## src/hdl/rpis_pkg.sv

```systemverilog
`timescale 1ns / 1ps
package rpis_pkg;

  localparam int MAX_PATHS = 16;
  localparam int NODES     = 32;

  localparam int SLOT_W    = $clog2(MAX_PATHS);
  localparam int NODE_W    = $clog2(NODES);
  localparam int PRED_W    = 6;
  localparam int DEPTH_W   = $clog2(NODES + 1);
  localparam int CNT_W     = $clog2(MAX_PATHS + 1);
  localparam int CFG_IDX_W = 2;
  localparam int CFG_W     = 5;

  localparam logic [CFG_IDX_W-1:0] REG_DEST  = 2'd0;
  localparam logic [CFG_IDX_W-1:0] REG_COUNT = 2'd1;

  typedef struct packed {
    logic route_we;
    logic cnt_clr;
    logic cnt_one;
    logic cnt_inc;
    logic walk_start;
    logic walk_step;
    logic walk_end;
    logic key_load;
    logic cmp_load;
    logic cmp_step;
    logic shift;
    logic place;
    logic emit;
  } rpis_cmd_t;

  typedef struct packed {
    logic n_zero;
    logic n_one;
    logic last_idx;
    logic route_valid;
    logic d_full;
    logic cmp_done;
    logic cmp_after;
    logic j_one;
    logic out_free;
  } rpis_stat_t;

endpackage

```

## src/hdl/rpis_ctrl.sv

```systemverilog
`timescale 1ns / 1ps
module rpis_ctrl (
  input  logic                 clk,
  input  logic                 rst,
  input  logic                 in_valid,
  input  logic                 in_last,
  output logic                 in_ready,
  input  rpis_pkg::rpis_stat_t stat,
  output rpis_pkg::rpis_cmd_t  cmd
);
  import rpis_pkg::*;

  typedef enum logic [3:0] {
    ST_IDLE, ST_WSTART, ST_WWAIT, ST_WCHK, ST_KEY,
    ST_CLOAD, ST_CWAIT, ST_CCHK, ST_PLACE, ST_EMIT
  } state_t;

  state_t state, state_next;

  always_comb begin
    cmd        = '0;
    state_next = state;
    in_ready   = 1'b0;
    case (state)
      ST_IDLE: begin
        in_ready     = 1'b1;
        cmd.route_we = in_valid;
        if (in_valid && in_last && !stat.n_zero) begin
          cmd.cnt_clr = 1'b1;
          state_next  = ST_WSTART;
        end
      end
      ST_WSTART: begin
        cmd.walk_start = 1'b1;
        state_next     = ST_WWAIT;
      end
      ST_WWAIT: state_next = ST_WCHK;
      ST_WCHK: begin
        if (stat.route_valid && !stat.d_full) begin
          cmd.walk_step = 1'b1;
          state_next    = ST_WWAIT;
        end else begin
          cmd.walk_end = 1'b1;
          if (stat.last_idx && stat.n_one) begin
            cmd.cnt_clr = 1'b1;
            state_next  = ST_EMIT;
          end else if (stat.last_idx) begin
            cmd.cnt_one = 1'b1;
            state_next  = ST_KEY;
          end else begin
            cmd.cnt_inc = 1'b1;
            state_next  = ST_WSTART;
          end
        end
      end
      ST_KEY: begin
        cmd.key_load = 1'b1;
        state_next   = ST_CLOAD;
      end
      ST_CLOAD: begin
        cmd.cmp_load = 1'b1;
        state_next   = ST_CWAIT;
      end
      ST_CWAIT: state_next = ST_CCHK;
      ST_CCHK: begin
        if (!stat.cmp_done) begin
          cmd.cmp_step = 1'b1;
          state_next   = ST_CWAIT;
        end else if (stat.cmp_after) begin
          cmd.shift  = 1'b1;
          state_next = stat.j_one ? ST_PLACE : ST_CLOAD;
        end else begin
          state_next = ST_PLACE;
        end
      end
      ST_PLACE: begin
        cmd.place = 1'b1;
        if (stat.last_idx) begin
          cmd.cnt_clr = 1'b1;
          state_next  = ST_EMIT;
        end else begin
          cmd.cnt_inc = 1'b1;
          state_next  = ST_KEY;
        end
      end
      ST_EMIT: begin
        if (stat.out_free) begin
          cmd.emit = 1'b1;
          if (stat.last_idx) begin
            state_next = ST_IDLE;
          end else begin
            cmd.cnt_inc = 1'b1;
          end
        end
      end
      default: state_next = ST_IDLE;
    endcase
  end

  always_ff @(posedge clk) begin
    if (rst) begin
      state <= ST_IDLE;
    end else begin
      state <= state_next;
    end
  end

endmodule
```

## config.mk

```make
export PLATFORM = sky130hd
export DESIGN_NAME = rpis_ctrl
export DESIGN_NICKNAME = d
export VERILOG_FILES = /design/src/hdl/rpis_pkg.sv /design/src/hdl/rpis_ctrl.sv
export SDC_FILE = /design/constraint.sdc
export NUM_CORES = 1
export LEC_CHECK = 0
export BUFFER_PORTS_ARGS = -buffer_cell sky130_fd_sc_hd__buf_4
export CAP_MARGIN = 15
export CORE_AREA = 2 2 39 41
export CTS_BUF_LIST = sky130_fd_sc_hd__clkbuf_4 sky130_fd_sc_hd__clkbuf_8 sky130_fd_sc_hd__clkbuf_16
export DETAILED_ROUTE_END_ITERATION = 12
export DIE_AREA = 0 0 41 43
export GPL_TIMING_DRIVEN = 0
export HOLD_SLACK_MARGIN = 0.15
export PLACE_DENSITY_LB_ADDON = 0.15
export SLEW_MARGIN = 20
export SYNTH_ARGS = -nofsm -noshare
export SYNTH_HDL_FRONTEND = slang
export SYNTH_SLANG_ARGS = --single-unit
```

## constraint.sdc

```tcl
create_clock -name clk -period 1.5 [get_ports clk]
set_input_delay 0.3 -clock clk [delete_from_list [all_inputs] [get_ports clk]]
set_output_delay 0.3 -clock clk [all_outputs]
set_load 0.005 [all_outputs]
```

; ---- Yosys cells after proc, flatten, opt, wreduce, memory -nomap -nowiden
; Index checks and enable logic that the tools add are counted.
[totals]
ff_bits = 4
word_cells = 57
[classes]
eq_ne = 12
muxes = 36
n_reduce_logical = 8
[ops]
columns = op, n
row1 = $pmux W4 S10, 1
row2 = $mux W4, 9
row3 = $mux W1, 19
row4 = $eq A4 B3 Y1 const B, 4
row5 = $eq A4 B2 Y1 const B, 2
row6 = $eq A4 B4 Y1 const B, 2
row7 = $mux W2, 3
row8 = $mux W3, 2
row9 = $ne A2 B2 Y1 const B, 3
row10 = $pmux W1 S3, 2
row11 = $eq A4 B1 Y1 const B, 1
row12 = $logic_and A1 B1 Y1, 4
row13 = $logic_not A4 Y1, 1
row14 = $reduce_and A3 Y1, 1
row15 = $logic_not A1 Y1, 2

; ---- Depth between registers and ports, before layout
[logic_depth]
word_depth = 4
depth_mapped = 5
mapped_depth_nobuf = 4

; ---- Worst setup path before layout
; OpenSTA, ideal clock, no wires.
[synth_timing]
kind = register to output
start = register state[1]
end = output port cmd[11] in the netlist's numbering
arrival_time_ps = 1200
setup_slack_ps = 0
path_stages_with_launch = 4
cell_sequence = dfxtp_1 buf_2 or3_1 o41ai_1
[synth_lines]
columns = item, line
row1 = start: declaration, rpis_ctrl.sv:18  ; state_t state, state_next;
row2 = start signal: assignment, rpis_ctrl.sv:104  ; state <= state_next;
row3 = end: declaration, rpis_ctrl.sv:9  ; output rpis_pkg::rpis_cmd_t cmd

==> results.txt <==
The tools report the reported leakage power as 0.4278 nW. TritonCTS built the clock tree. The number of port buffers came out at 26.

When the netlist entered floorplanning its net count stood at 69. The minimum period implied by the final worst setup slack was 1.794 ns; the number of buffers created by CTS was 3. The weighted congestion at the end of routability-driven global placement came out at 0.7044. The logs give 1 for the total number of H-tree levels and 0 for the number of antenna diodes.

After filler insertion, the fill cell instance count of the layout stands at 125. The worst setup path is of the reg2out kind. The flow ran to the end, but the final reports show violations.

The checks that failed: setup timing. Clock latency on the worst-skew pair, taken at its later pin, is 0.24 ns. The signed area change from the synthesized netlist to the final layout was 112.6%. For this run the aggregate overflow at the end of global routing stands at 0.

The tools report the length of the first detailed-routing pass in iterations as 4. The worst slack at placement was -0.1691 ns. In the final layout, the registers with the most flip-flops are state: 4 flops. In this run the deepest clock path goes through 2 buffers. The worst path uses 119.6% of the clock period. The mapped netlist covers 417.9 sq um.

The worst-case headroom to the max-slew limit is 77.89%. The floorplan has 14 rows. By area the synthesized netlist is led by dfxtp_1, nor2_1, nand2b_1. In this run the worst path has a maximum fanout of 5. After synthesis, the most frequently instantiated cells are nor2_1, nand2b_1, and2_1, dfxtp_1. For the remaining routing DRC violations, the log shows 0. The count of boundary I/O pins is 27, and the number of antenna violations at the first check in global routing is 0.

Synthesis produced 56 cells. Across all hold checks on the routed design, the worst slack comes to 0.2475 ns. The number of hold buffers added after CTS was 0. The average instance in the mapped netlist occupies 7.463 sq um.

The biggest area contributor in the post-synthesis netlist is dfxtp_1. The most flop-heavy register is state. Clock-pin slew was measured on the worst setup and hold paths at 0.04 ns.

The logs give 17.05% for the overall fraction of global-route tracks in use and 0.5573 GHz for the maximum achievable frequency. Worst-case setup margin in the final layout: -0.2945 ns. After synthesis, the netlist uses 28 different library cells. In this run the clock root is driven by a clkbuf_4.

In the routed layout, each cell is associated on average with a via count of 5.252. Of all flip-flops after synthesis, the portion carrying an async set or reset was 0%. For this run, the leading register cell type out of synthesis is dfxtp_1. For the worst-case clock skew, the log shows 0.002166 ns.

The maximum number of pins on one net before global-route repair is 11, and the required time of the worst setup path is 1.20 ns. The initial utilization of the core area, before any placement, comes to 30.20%. The net count of the finished layout is 110. Once detail routing completed, the nets flagged for antenna violations numbered 0. Nature of the critical path startpoint: a register.

Setup repair after global routing could not meet its margin everywhere. The routed design has 1503 um of wire. Counting flops and latches in the post-synthesis netlist gives 4. By instance count, the leading cell after synthesis is nor2_1. The register with the most flip-flops in the layout has 4 of them. After floorplanning, the core was sized to cover 1384 sq um.

The logs give 583 for the overall via count from detail_route and 111 for the final instance count without filler cells. The floorplan step set the die height to 43 um. The total power density per cell area works out to 571.8 nW/um^2.

The count of endpoints failing setup in the final report came out at 8. For the number of endpoints with negative hold slack in the final report, the log shows 0. At the pin with the least slew margin, the transition time is 0.3302 ns.

The worst setup path is captured at a primary output. Via count of the first global-routing pass: 536. The peak supply drop was 596.3 uV; the area of all placed cells without fillers was 888.4 sq um.

Overall power consumption after layout is estimated at 0.0005080 W. The detailed router finished its first iteration with 4 violations. In the final layout, the share of cells above drive strength 1 is 67.37%. At the worst endpoint, the arrival time is 1.49 ns.

The run gives 901.2 um as the half-perimeter wire length after detailed placement. The tools report the number of cells after detailed placement as 98. Max-cap violations in this run came to 0.

The synthesized design devotes to its leading area cell type 19.16% of total area. The number of warnings issued by yosys was 0; the post-synthesis sequential area ratio was 19.16%. Counting every sink on the clock net gives 4.

The number of max-slew violations in the final report is 0. The die covers 1763 sq um. After detailed placement, the total cell area comes to 640.6 sq um. Number of synthesized flops with an enable pin: 0.

The kind of path behind the tightest hold check is in2reg. The first global-routing pass estimated 2049 um of wire. The floorplan step set the die width to 41 um. Dividing the detail-routed wire length by the instance count gives 13.54 um.
[timing repair]
| action | in CTS | in global routing |
|---|---|---|
| buffers inserted | 12 | 2 |
| setup endpoints to repair | 13 | 16 |
| endpoints found under the hold margin | 0 | 0 |
| pin swaps | 9 | 4 |
| resized for setup | 26 | 12 |
[cells by family (layout without fill, tap and decap cells)]
logic type / after synthesis / in the layout / synth area share [%]
flops: 4 / 4 / 19.16
mux: 1 / 1 / 2.395
simple gates: 35 / 35 / 52.99
buf+inv: 3 / 42 / 3.592
compound gates: 13 / 13 / 21.86
[metal layers]
metal	GRT usage [%]	routed length, um	vias to the layer above	part of all wire [%]
met3	4.712	71	2	4.7
met2	30.31	812	16	54
li1	-	-	285	-
met1	17.63	606	280	40
met5	0	0	-	0
met4	6.000	12	0	0.80
[metrics by stage]
stage | TNS, ns | utilization (%)
floorplan | 0 | -
global placement | -0.4754 | 46.29
detailed placement | -0.4629 | 46.29
CTS | -1.669 | 61.21
global route | -1.919 | 64.20
finish | -1.337 | 64.20
[path summary, 6_finish.rpt]
kind	startpoint	endpoint	slack, ns	depth (start not counted)
worst max-delay path	state[0]	cmd[11]	-0.29	3
worst max register to register	state[1]	state[0]	0.02	6
worst min-delay path	rst	state[3]	0.25	2
worst min register to register	state[0]	state[0]	0.69	3
[cell type report]
type / instances / area [sq um] / share of cell area, %
well taps: 16 / 20.02 / 2.254
repair buffers: 38 / 307.8 / 34.65
flip-flops and latches: 4 / 92.59 / 10.42
clock buffers: 3 / 22.52 / 2.535
plain buffers: 1 / 11.26 / 1.268
multi-input cells: 49 / 434.2 / 48.87
[critical path, cell delays in order (launching register included)]
cell	delay, ns
dfxtp_4	0.36
or3_4	0.42
o41ai_4	0.32
buf_4	0.15
[power by group]
group / total [W] / internal (W) / switching, W / leakage, nW
clock: 0.000135 / 0.0000895 / 0.0000453 / 0.0138
sequential: 0.000139 / 0.000117 / 0.0000219 / 0.0353
combinational: 0.000234 / 0.000136 / 0.0000981 / 0.379
[cell usage in the layout (no fill, tap or decap), drive strengths merged]
cell	Yosys	layout
nand2	4	4
o21ba	1	1
nand2b	5	5
nor2b	1	1
nand3	1	1
a221oi	1	1
a21oi	3	3
mux2i	1	1
o22ai	1	1
o41ai	1	1
nor4b	2	2
clkbuf	0	3
a31oi	2	2
or3	2	2
o21bai	1	1
o311a	1	1
buf	3	39
o31ai	1	1
o21ai	1	1
nor3b	1	1
nor3	3	3
nor2	9	9
and2	4	4
nor4	1	1
or3b	1	1
and3b	1	1
dfxtp	4	4
Power figures use the tool's default switching activity.
